<file path="config.mk">
export PLATFORM = sky130hd
export DESIGN_NAME = modbus_rtu_register_master
export DESIGN_NICKNAME = d
export VERILOG_FILES = /design/src/rtl/mrrm_pkg.sv /design/src/rtl/mrrm_front.sv /design/src/rtl/mrrm_queue.sv /design/src/rtl/mrrm_back.sv /design/src/rtl/modbus_rtu_register_master.sv
export SDC_FILE = /design/constraint.sdc
export NUM_CORES = 1
export LEC_CHECK = 0
export ABC_AREA = 1
export BUFFER_PORTS_ARGS = -buffer_cell sky130_fd_sc_hd__buf_4
export CORE_MARGIN = 2
export CORE_UTILIZATION = 55
export CTS_CLUSTER_DIAMETER = 80
export DETAILED_ROUTE_END_ITERATION = 7
export PLACE_DENSITY_LB_ADDON = 0.25
export SKIP_LAST_GASP = 1
export SYNTH_ARGS = -nofsm -noshare
export SYNTH_HDL_FRONTEND = slang
export SYNTH_HIERARCHICAL = 1
export SYNTH_SLANG_ARGS = --single-unit
</file>
<file path="constraint.sdc">
create_clock -name clk -period 4.4 [get_ports clk]
set_input_delay 0.88 -clock clk [delete_from_list [all_inputs] [get_ports clk]]
set_output_delay 0.88 -clock clk [all_outputs]
set_load 0.01 [all_outputs]
</file>
<file path="src/rtl/mrrm_pkg.sv">
// Package with the word types, codes and CRC helpers of the Modbus RTU register master.
`default_nettype none
package mrrm_pkg;

  localparam logic [1:0] CMD_READ    = 2'd0;
  localparam logic [1:0] CMD_WRITE   = 2'd1;
  localparam logic [1:0] CMD_BYTE    = 2'd2;
  localparam logic [1:0] CMD_TIMEOUT = 2'd3;

  localparam logic [7:0]  FN_READ          = 8'h03;
  localparam logic [7:0]  FN_WRITE         = 8'h06;
  localparam logic [7:0]  BYTE_COUNT_ONE   = 8'h02;
  localparam logic [15:0] READ_COUNT_ONE   = 16'h0001;
  localparam logic [15:0] CRC_INIT         = 16'hFFFF;
  localparam logic [15:0] CRC_POLY         = 16'hA001;

  localparam logic KIND_TX   = 1'b0;
  localparam logic KIND_DONE = 1'b1;

  localparam int  PADDR_W = 3;
  localparam logic REG_WRITE_ATTEMPTS = 1'b0;
  localparam logic REG_READ_ATTEMPTS  = 1'b1;
  localparam logic [7:0] WRITE_ATTEMPTS_RESET = 8'd3;
  localparam logic [7:0] READ_ATTEMPTS_RESET  = 8'd100;

  typedef struct packed {
    logic [1:0]  cmd;
    logic [7:0]  slave_addr;
    logic [15:0] reg_addr;
    logic [15:0] write_value;
    logic [7:0]  rx_data;
  } req_t;

  typedef struct packed {
    logic        out_kind;
    logic [7:0]  tx_data;
    logic        last_of_run;
    logic        success;
    logic [15:0] read_value;
  } rsp_t;

  typedef struct packed {
    logic [7:0]  slave;
    logic        is_write;
    logic [15:0] reg_addr;
    logic [15:0] data;
  } frame_t;

  typedef struct packed {
    logic        is_done;
    logic        ok;
    logic [15:0] value;
    frame_t      frame;
  } job_t;

  function automatic logic [15:0] crc_byte(input logic [15:0] crc, input logic [7:0] b);
    logic [15:0] c;
    c = crc ^ {8'h00, b};
    for (int i = 0; i < 8; i++) begin
      if (c[0]) begin
        c = (c >> 1) ^ CRC_POLY;
      end else begin
        c = c >> 1;
      end
    end
    return c;
  endfunction

  function automatic logic [7:0] frame_byte(input frame_t f, input logic [2:0] idx);
    logic [7:0] b;
    case (idx)
      3'd0: b = f.slave;
      3'd1: b = f.is_write ? FN_WRITE : FN_READ;
      3'd2: b = f.reg_addr[15:8];
      3'd3: b = f.reg_addr[7:0];
      3'd4: b = f.data[15:8];
      default: b = f.data[7:0];
    endcase
    return b;
  endfunction

endpackage
`default_nettype wire

</file>
<file path="src/rtl/mrrm_front.sv">
// Front end: accepts command words, tracks the transaction and checks the response bytes.
`default_nettype none
module mrrm_front (
  input  wire logic          clk,
  input  wire logic          rst,
  input  wire logic          req_valid,
  input  wire mrrm_pkg::req_t req,
  output logic               req_stall,
  input  wire logic          full,
  input  wire logic [7:0]    write_attempts,
  input  wire logic [7:0]    read_attempts,
  output logic               push_valid,
  output mrrm_pkg::job_t     push_job
);

  logic             busy, busy_next;
  logic             op_is_write, op_is_write_next;
  mrrm_pkg::frame_t frame, frame_next;
  logic [3:0]       rx_count, rx_count_next;
  logic [15:0]      rx_crc, rx_crc_next;
  logic             rx_good, rx_good_next;
  logic [7:0]       attempts_left, attempts_left_next;
  logic [15:0]      value_hold, value_hold_next;

  logic       accept;
  logic       fail;
  logic       done_ok;
  logic       good;
  logic [7:0] expect_byte;
  logic [7:0] n_attempts;
  logic [3:0] count_inc;

  assign req_stall = full;
  assign accept    = req_valid && !full;
  assign count_inc = rx_count + 4'd1;

  always_comb begin
    busy_next          = busy;
    op_is_write_next   = op_is_write;
    frame_next         = frame;
    rx_count_next      = rx_count;
    rx_crc_next        = rx_crc;
    rx_good_next       = rx_good;
    attempts_left_next = attempts_left;
    value_hold_next    = value_hold;
    push_valid         = 1'b0;
    push_job           = '0;
    fail               = 1'b0;
    done_ok            = 1'b0;
    good               = rx_good;
    expect_byte        = '0;
    n_attempts         = '0;

    if (accept) begin
      case (req.cmd)
        mrrm_pkg::CMD_READ, mrrm_pkg::CMD_WRITE: begin
          if (!busy) begin
            op_is_write_next    = (req.cmd == mrrm_pkg::CMD_WRITE);
            frame_next.slave    = req.slave_addr;
            frame_next.is_write = op_is_write_next;
            frame_next.reg_addr = req.reg_addr;
            frame_next.data     = op_is_write_next ? req.write_value : mrrm_pkg::READ_COUNT_ONE;
            rx_count_next       = '0;
            rx_crc_next         = mrrm_pkg::CRC_INIT;
            rx_good_next        = 1'b1;
            value_hold_next     = '0;
            n_attempts          = op_is_write_next ? write_attempts : read_attempts;
            push_valid          = 1'b1;
            push_job.frame      = frame_next;
            if (n_attempts == 8'd0) begin
              busy_next        = 1'b0;
              push_job.is_done = 1'b1;
            end else begin
              busy_next          = 1'b1;
              attempts_left_next = n_attempts - 8'd1;
            end
          end
        end
        mrrm_pkg::CMD_TIMEOUT: begin
          fail = busy;
        end
        default: begin
          if (busy) begin
            if (op_is_write) begin
              if (rx_count < 4'd6) begin
                expect_byte = mrrm_pkg::frame_byte(frame, rx_count[2:0]);
                rx_crc_next = mrrm_pkg::crc_byte(rx_crc, req.rx_data);
              end else if (rx_count == 4'd6) begin
                expect_byte = rx_crc[7:0];
              end else begin
                expect_byte = rx_crc[15:8];
              end
              good = rx_good && (req.rx_data == expect_byte);
              rx_good_next  = good;
              rx_count_next = count_inc;
              if (count_inc >= 4'd8) begin
                done_ok = good;
                fail    = !good;
              end
            end else begin
              case (rx_count)
                4'd0: good = rx_good && (req.rx_data == frame.slave);
                4'd1: good = rx_good && (req.rx_data == mrrm_pkg::FN_READ);
                4'd2: good = rx_good && (req.rx_data == mrrm_pkg::BYTE_COUNT_ONE);
                4'd3: value_hold_next = {req.rx_data, 8'h00};
                4'd4: value_hold_next = {value_hold[15:8], req.rx_data};
                4'd5: good = rx_good && (req.rx_data == rx_crc[7:0]);
                default: good = rx_good && (req.rx_data == rx_crc[15:8]);
              endcase
              if (rx_count < 4'd5) begin
                rx_crc_next = mrrm_pkg::crc_byte(rx_crc, req.rx_data);
              end
              rx_good_next  = good;
              rx_count_next = count_inc;
              if (count_inc >= 4'd7) begin
                done_ok = good;
                fail    = !good;
              end
            end
          end
        end
      endcase

      if (done_ok) begin
        busy_next        = 1'b0;
        push_valid       = 1'b1;
        push_job.is_done = 1'b1;
        push_job.ok      = 1'b1;
        push_job.value   = op_is_write ? 16'h0000 : value_hold_next;
      end

      if (fail) begin
        push_valid = 1'b1;
        if (attempts_left == 8'd0) begin
          busy_next        = 1'b0;
          push_job.is_done = 1'b1;
        end else begin
          attempts_left_next = attempts_left - 8'd1;
          push_job.frame     = frame;
          rx_count_next      = '0;
          rx_crc_next        = mrrm_pkg::CRC_INIT;
          rx_good_next       = 1'b1;
          value_hold_next    = '0;
        end
      end
    end
  end

  always_ff @(posedge clk) begin
    if (rst) begin
      busy          <= 1'b0;
      op_is_write   <= 1'b0;
      rx_count      <= '0;
      rx_crc        <= mrrm_pkg::CRC_INIT;
      rx_good       <= 1'b1;
      attempts_left <= '0;
      value_hold    <= '0;
    end else begin
      busy          <= busy_next;
      op_is_write   <= op_is_write_next;
      rx_count      <= rx_count_next;
      rx_crc        <= rx_crc_next;
      rx_good       <= rx_good_next;
      attempts_left <= attempts_left_next;
      value_hold    <= value_hold_next;
    end
  end

  always_ff @(posedge clk) begin
    frame <= frame_next;
  end

endmodule
`default_nettype wire

</file>
<file path="src/rtl/mrrm_queue.sv">
// Job queue between the front end and the back end.
`default_nettype none
module mrrm_queue #(
  parameter int DEPTH = 4
) (
  input  wire logic           clk,
  input  wire logic           rst,
  input  wire logic           push_valid,
  input  wire mrrm_pkg::job_t push_job,
  output logic                full,
  output logic                head_valid,
  output mrrm_pkg::job_t      head_job,
  input  wire logic           pop
);

  localparam int PTR_W = $clog2(DEPTH);
  localparam int CNT_W = $clog2(DEPTH + 1);
  localparam logic [PTR_W-1:0] LAST_PTR = PTR_W'(DEPTH - 1);
  localparam logic [CNT_W-1:0] FULL_CNT = CNT_W'(DEPTH);

  mrrm_pkg::job_t   mem [DEPTH];
  logic [PTR_W-1:0] wr_ptr, rd_ptr;
  logic [CNT_W-1:0] count;
  logic             do_pop;

  assign full       = (count == FULL_CNT);
  assign head_valid = (count != '0);
  assign head_job   = mem[rd_ptr];
  assign do_pop     = pop && head_valid;

  always_ff @(posedge clk) begin
    if (push_valid) begin
      mem[wr_ptr] <= push_job;
    end
  end

  always_ff @(posedge clk) begin
    if (rst) begin
      wr_ptr <= '0;
      rd_ptr <= '0;
      count  <= '0;
    end else begin
      if (push_valid) begin
        wr_ptr <= (wr_ptr == LAST_PTR) ? '0 : wr_ptr + PTR_W'(1);
      end
      if (do_pop) begin
        rd_ptr <= (rd_ptr == LAST_PTR) ? '0 : rd_ptr + PTR_W'(1);
      end
      case ({push_valid, do_pop})
        2'b10:   count <= count + CNT_W'(1);
        2'b01:   count <= count - CNT_W'(1);
        default: count <= count;
      endcase
    end
  end

endmodule
`default_nettype wire

</file>
<file path="src/rtl/mrrm_back.sv">
// Back end: turns queued jobs into transmit and completion words, appending the request CRC.
`default_nettype none
module mrrm_back (
  input  wire logic           clk,
  input  wire logic           rst,
  input  wire logic           head_valid,
  input  wire mrrm_pkg::job_t head_job,
  output logic                pop,
  output logic                rsp_valid,
  output mrrm_pkg::rsp_t      rsp,
  input  wire logic           rsp_stall
);

  logic [2:0]     idx, idx_next;
  logic [15:0]    crc, crc_next;
  logic           slot_free;
  logic           emit;
  mrrm_pkg::rsp_t word;

  assign slot_free = !rsp_valid || !rsp_stall;
  assign emit      = slot_free && head_valid;

  always_comb begin
    word     = '0;
    pop      = 1'b0;
    idx_next = idx;
    crc_next = crc;
    if (head_job.is_done) begin
      word.out_kind    = mrrm_pkg::KIND_DONE;
      word.last_of_run = 1'b1;
      word.success     = head_job.ok;
      word.read_value  = head_job.value;
      pop              = emit;
    end else begin
      word.out_kind = mrrm_pkg::KIND_TX;
      if (idx < 3'd6) begin
        word.tx_data = mrrm_pkg::frame_byte(head_job.frame, idx);
        crc_next     = mrrm_pkg::crc_byte(crc, word.tx_data);
      end else if (idx == 3'd6) begin
        word.tx_data = crc[7:0];
      end else begin
        word.tx_data = crc[15:8];
      end
      word.last_of_run = (idx == 3'd7);
      pop              = emit && word.last_of_run;
      idx_next         = idx + 3'd1;
    end
    if (pop) begin
      idx_next = '0;
      crc_next = mrrm_pkg::CRC_INIT;
    end
  end

  always_ff @(posedge clk) begin
    if (rst) begin
      rsp_valid <= 1'b0;
      idx       <= '0;
      crc       <= mrrm_pkg::CRC_INIT;
    end else if (slot_free) begin
      rsp_valid <= head_valid;
      if (emit) begin
        idx <= idx_next;
        crc <= crc_next;
      end
    end
  end

  always_ff @(posedge clk) begin
    if (emit) begin
      rsp <= word;
    end
  end

endmodule
`default_nettype wire

</file>
<file path="src/rtl/modbus_rtu_register_master.sv">
// Top level of the Modbus RTU single-register master with its APB register port.
`default_nettype none
// Each command word is accepted whenever the job queue has room, so words can arrive back
// to back. A start with attempts left, or a resend, queues one job that the back end plays
// out as eight transmit words, the last two carrying the CRC it computes as the bytes go
// by; a completion is a single word. Sustained throughput is therefore bounded by the
// result port at one word per cycle while not stalled, and the QUEUE_DEPTH-entry job queue
// lets the front end keep checking received bytes while a request is still being sent.
module modbus_rtu_register_master #(
  parameter int QUEUE_DEPTH = 4
) (
  input  wire logic                          clk,
  input  wire logic                          rst,
  input  wire logic                          req_valid,
  input  wire mrrm_pkg::req_t                req,
  output logic                               req_stall,
  output logic                               rsp_valid,
  output mrrm_pkg::rsp_t                     rsp,
  input  wire logic                          rsp_stall,
  input  wire logic                          psel,
  input  wire logic                          penable,
  input  wire logic                          pwrite,
  input  wire logic [mrrm_pkg::PADDR_W-1:0]  paddr,
  input  wire logic [31:0]                   pwdata,
  output logic [31:0]                        prdata,
  output logic                               pready
);

  logic [7:0]     write_attempts;
  logic [7:0]     read_attempts;
  logic           full;
  logic           push_valid;
  mrrm_pkg::job_t push_job;
  logic           head_valid;
  mrrm_pkg::job_t head_job;
  logic           pop;
  logic           reg_sel;

  assign pready  = 1'b1;
  assign reg_sel = paddr[2];
  assign prdata  = {24'h000000,
                    (reg_sel == mrrm_pkg::REG_READ_ATTEMPTS) ? read_attempts : write_attempts};

  always_ff @(posedge clk) begin
    if (rst) begin
      write_attempts <= mrrm_pkg::WRITE_ATTEMPTS_RESET;
      read_attempts  <= mrrm_pkg::READ_ATTEMPTS_RESET;
    end else if (psel && penable && pwrite && pready) begin
      case (reg_sel)
        mrrm_pkg::REG_WRITE_ATTEMPTS: write_attempts <= pwdata[7:0];
        default:                      read_attempts  <= pwdata[7:0];
      endcase
    end
  end

  mrrm_front u_front (
    .clk            (clk),
    .rst            (rst),
    .req_valid      (req_valid),
    .req            (req),
    .req_stall      (req_stall),
    .full           (full),
    .write_attempts (write_attempts),
    .read_attempts  (read_attempts),
    .push_valid     (push_valid),
    .push_job       (push_job)
  );

  mrrm_queue #(
    .DEPTH (QUEUE_DEPTH)
  ) u_queue (
    .clk        (clk),
    .rst        (rst),
    .push_valid (push_valid),
    .push_job   (push_job),
    .full       (full),
    .head_valid (head_valid),
    .head_job   (head_job),
    .pop        (pop)
  );

  mrrm_back u_back (
    .clk        (clk),
    .rst        (rst),
    .head_valid (head_valid),
    .head_job   (head_job),
    .pop        (pop),
    .rsp_valid  (rsp_valid),
    .rsp        (rsp),
    .rsp_stall  (rsp_stall)
  );

endmodule
`default_nettype wire

</file>
==> metrics.txt <==
status=finished clean; Final Setup Violations=0; hold path startpoint=u_front/rx_crc[11]; slowest cell on the critical path=fa_1; pwr/cell area=496 nW/µm²; leak pwr=8.93 nW; #FFs+latches synth=396; Mapped Area=19500 µm²; antenna-violating nets left=0; worst reg2reg endpoint=u_queue/count[1]; Num CTS Buffers=44; routability cong.=0.926; DRT Pass-1 Iters=5; clock group share of total power=34.3%; worst reg2reg path depth=23; vias per inst=5.70; post-synthesis sequential area ratio=56.2%; reg-to-reg startpoint=u_front/rx_count[0]; Slew HR=21.9%; Top Ports=154; CP max stage delay=0.41 ns; CP Data Required Time=4.90 ns; share of layout cells above drive strength 1=12.8%; CTS tree=done; Core Rows=68; Finished Core Util=63.9%; Routed WL=51100 µm; asr flop ratio synth=0%; clock sink count=396; maximum buffer depth of the clock tree=3; root buffer cell=clkbuf_16; worst path arrival time=4.61 ns; number of flops mapped to enable cells by yosys=304; Period minus WS final=4.11 ns; commonest cells after routing, fill and taps aside=501 x nand2_1, 304 x edfxtp_1, 260 x nor2_1, 205 x o21ai_0, 145 x buf_4; Final Cycle Share=93.5%; Worst Tran Pin Value=1.17 ns; critical path endpoint category=register; most common cell after layout, fill and taps aside=nand2_1; Overall Power=11.0 mW; DRC viols=0; routed vias=15700; Hold Crit Class=reg -> reg; internal power=7.52 mW; fmax=0.243 GHz; critical path class=reg -> reg; Synth Flop Type=edfxtp_1; Min-Delay Path Depth=2; grt ovf=0; Final Hold Fails=0; Final Max Slew Viols=0; clk_skew=0.0130 ns; Ant. Diodes=0; hpwl dp=34500 µm; setup slack, reg-to-reg=0.29 ns; WP buf/inv=6; Final Non-Filler Cells=2752; Netlist cell types=52; DR iter-0 viols=1467; Synthesis Warnings=6; P_sw=3.48 mW; Worst Path Max Fanout=10; CP Cell Sequence=inv_1 -> ha_2 -> inv_1 -> nor2_1 -> nand2_1 -> nand2_1 -> nand2_1 -> nand3_1 -> nand2_1 -> nor2_1 -> nand2_1 -> o21bai_1 -> nand2_1 -> o21ai_1 -> inv_1 -> nor2_2 -> inv_1 -> a31oi_2 -> inv_1 -> ha_1 -> inv_1 -> fa_1 -> a21oi_1; GRT Total Usage=28.1%; Placed Cells=2668; Flop pwr share=41.0%; Cells after Synth=2170; port bufs=102; area of the core=34700 µm²; Hold Path Sink=u_front/rx_crc[11]; Die Ht=192 µm; synth-to-layout area growth=13.8%; Sw Share=31.6%; maxcap violations=0; first-pass GRT wire length=79700 µm; via count of the first global-routing pass=14700; pin count of the biggest net entering global routing=95; Avg Cell Area, Syn=8.99 µm²; Die Area=37000 µm²; # H-tree levels=2; Worst-path clk slew=0.06 ns; wire length per cell=18.6 µm; net count reported at finish=2377; Filler Cells Inserted=2843; initial core utilization=56.2%; critical path startpoint category=register; Worst path top cell family by delay=simple AND/OR/NAND/NOR gates; Comb power frac=24.7%; peak supply drop=703 µV; die span in x=192 µm; clock latency at the later pin of the worst-skew pair=0.58 ns; initial antenna violation count=0; RSZ-0062 raised after global routing=no
[Yosys cell counts (3+ instances only)]
cell type,n,area (µm²)
nand2_1,502,1880
edfxtp_1,304,9130
nor2_1,262,983
o21ai_0,205,1030
inv_1,137,514
nand3_1,136,681
a21oi_1,96,480
dfxtp_1,92,1840
o22ai_1,67,419
clkbuf_1,37,139
o21ai_1,37,185
buf_4,34,255
buf_2,31,155
nand4_1,22,138
ha_1,21,263
xnor2_1,18,158
buf_6,14,158
nand2_2,14,87.6
inv_2,12,45.0
o211ai_1,12,90.1
nor3_1,11,55.1
xor2_1,11,96.3
nand3_2,9,90.1
or2_2,8,50.1
a31oi_1,7,43.8
clkbuf_2,7,35.0
or2_1,7,43.8
buf_1,6,22.5
clkinv_1,6,22.5
nand3b_1,4,30.0
o221ai_1,4,35.0
a211oi_1,3,22.5
mux2i_1,3,30.0
nor2_2,3,18.8
nor2_4,3,33.8
nor3_2,3,30.0
[cell families after synthesis]
| logic type | count (synthesis) | share of synthesized area, % |
|---|---|---|
| other cells | 2 | 0.0385 |
| xor+xnor | 29 | 1.30 |
| mux | 3 | 0.154 |
| buf+inv | 287 | 7.02 |
| simple gates | 993 | 21.6 |
| compound gates | 438 | 12.2 |
| fa+ha+maj | 22 | 1.45 |
| flops | 396 | 56.2 |
[power by group through the flow]
stage                     sequential, mW  clock (mW)  combinational (mW)
final                               4.51        3.77                2.71
after CTS                           4.51        3.82                2.69
after global placement              4.58           0                2.60
after global routing                4.54        3.98                3.03
after detailed placement            4.59           0                2.67
after floorplan                     4.56           0                1.94
[stage by stage]
stage               setup slack, ns  area [µm²]  TNS (ns)  hold slack, ns
global placement             0.0712       20600         0           0.452
detailed placement          -0.0338       20600   -0.0394           0.455
global route                 0.0590       22200         0           0.474
CTS                           0.190       22100         0           0.464
floorplan                    0.0581       19600         0           0.441
finish                        0.285       22200         0           0.469
[state kept, by name (all words and copies together) (netlist names), named ones only]
register	count
write_attempts	8
u_front/busy	1
u_back/rsp	27
u_queue/mem	236
u_front/frame	41
u_front/op_is_write	1
u_back/rsp_valid	1
u_front/attempts_left	8
u_queue/rd_ptr	2
u_front/rx_crc	16
u_front/rx_good	1
u_queue/wr_ptr	2
u_back/idx	3
u_queue/count	3
u_front/rx_count	4
u_front/value_hold	16
read_attempts	8
u_back/crc	16
[layer usage]
layer / track usage (%) / up-vias / wire, µm
met5: 0 / - / 0
met4: 9.51 / 0 / 1360
met3: 4.55 / 89 / 3630
met2: 45.8 / 621 / 24300
met1: 38.5 / 7441 / 21800
li1: - / 7548 / -
[timing repair]
| item | in CTS | in global routing |
|---|---|---|
| buffers inserted | 0 | 4 |
| setup endpoints to repair | 2 | 2 |
| gates resized for setup | 1 | 5 |
| hold buffers | 0 | 0 |
| pin swaps | 0 | 1 |
[worst max path at each step]
stage	slack, ns	depth (start not counted)	from	end
3_3_place_gp	0.07	22	u_front/rx_count[1]	u_queue/count[1]
2_1_floorplan	0.06	20	u_front/rx_count[2]	u_queue/mem[0][0]
3_5_place_dp	-0.03	22	u_front/rx_count[1]	u_queue/count[1]
5_1_grt	0.06	28	u_front/rx_count[3]	u_queue/count[2]
4_1_cts	0.19	22	u_front/rx_count[1]	u_queue/count[1]
6_report	0.29	23	u_front/rx_count[0]	u_queue/count[1]
[worst reg2reg max path, stage by stage (launching register included)]
cell and delay (ns):
dfxtp_1 0.37, inv_1 0.15, ha_2 0.35, inv_1 0.11, nor2_1 0.21, nand2_1 0.17, nand2_1 0.12, nand2_1 0.07
nand3_1 0.08, nand2_1 0.06, nor2_1 0.08, nand2_1 0.06, o21bai_1 0.23, nand2_1 0.14, o21ai_1 0.15, inv_1 0.06
nor2_2 0.10, inv_1 0.07, a31oi_2 0.36, inv_1 0.20, ha_1 0.26, inv_1 0.09, fa_1 0.41, a21oi_1 0.15
[final cells by class]
| class | count | area, µm² | share of cell area (%) |
|---|---|---|---|
| clock inverters | 24 | 298 | 1.34 |
| flip-flops and latches | 396 | 11000 | 49.5 |
| inverters | 157 | 597 | 2.69 |
| clock buffers | 56 | 1200 | 5.40 |
| multi-input cells | 1510 | 7280 | 32.8 |
| repair buffers | 154 | 1270 | 5.72 |
| well taps | 455 | 569 | 2.57 |
Power figures use the tool's default switching activity.
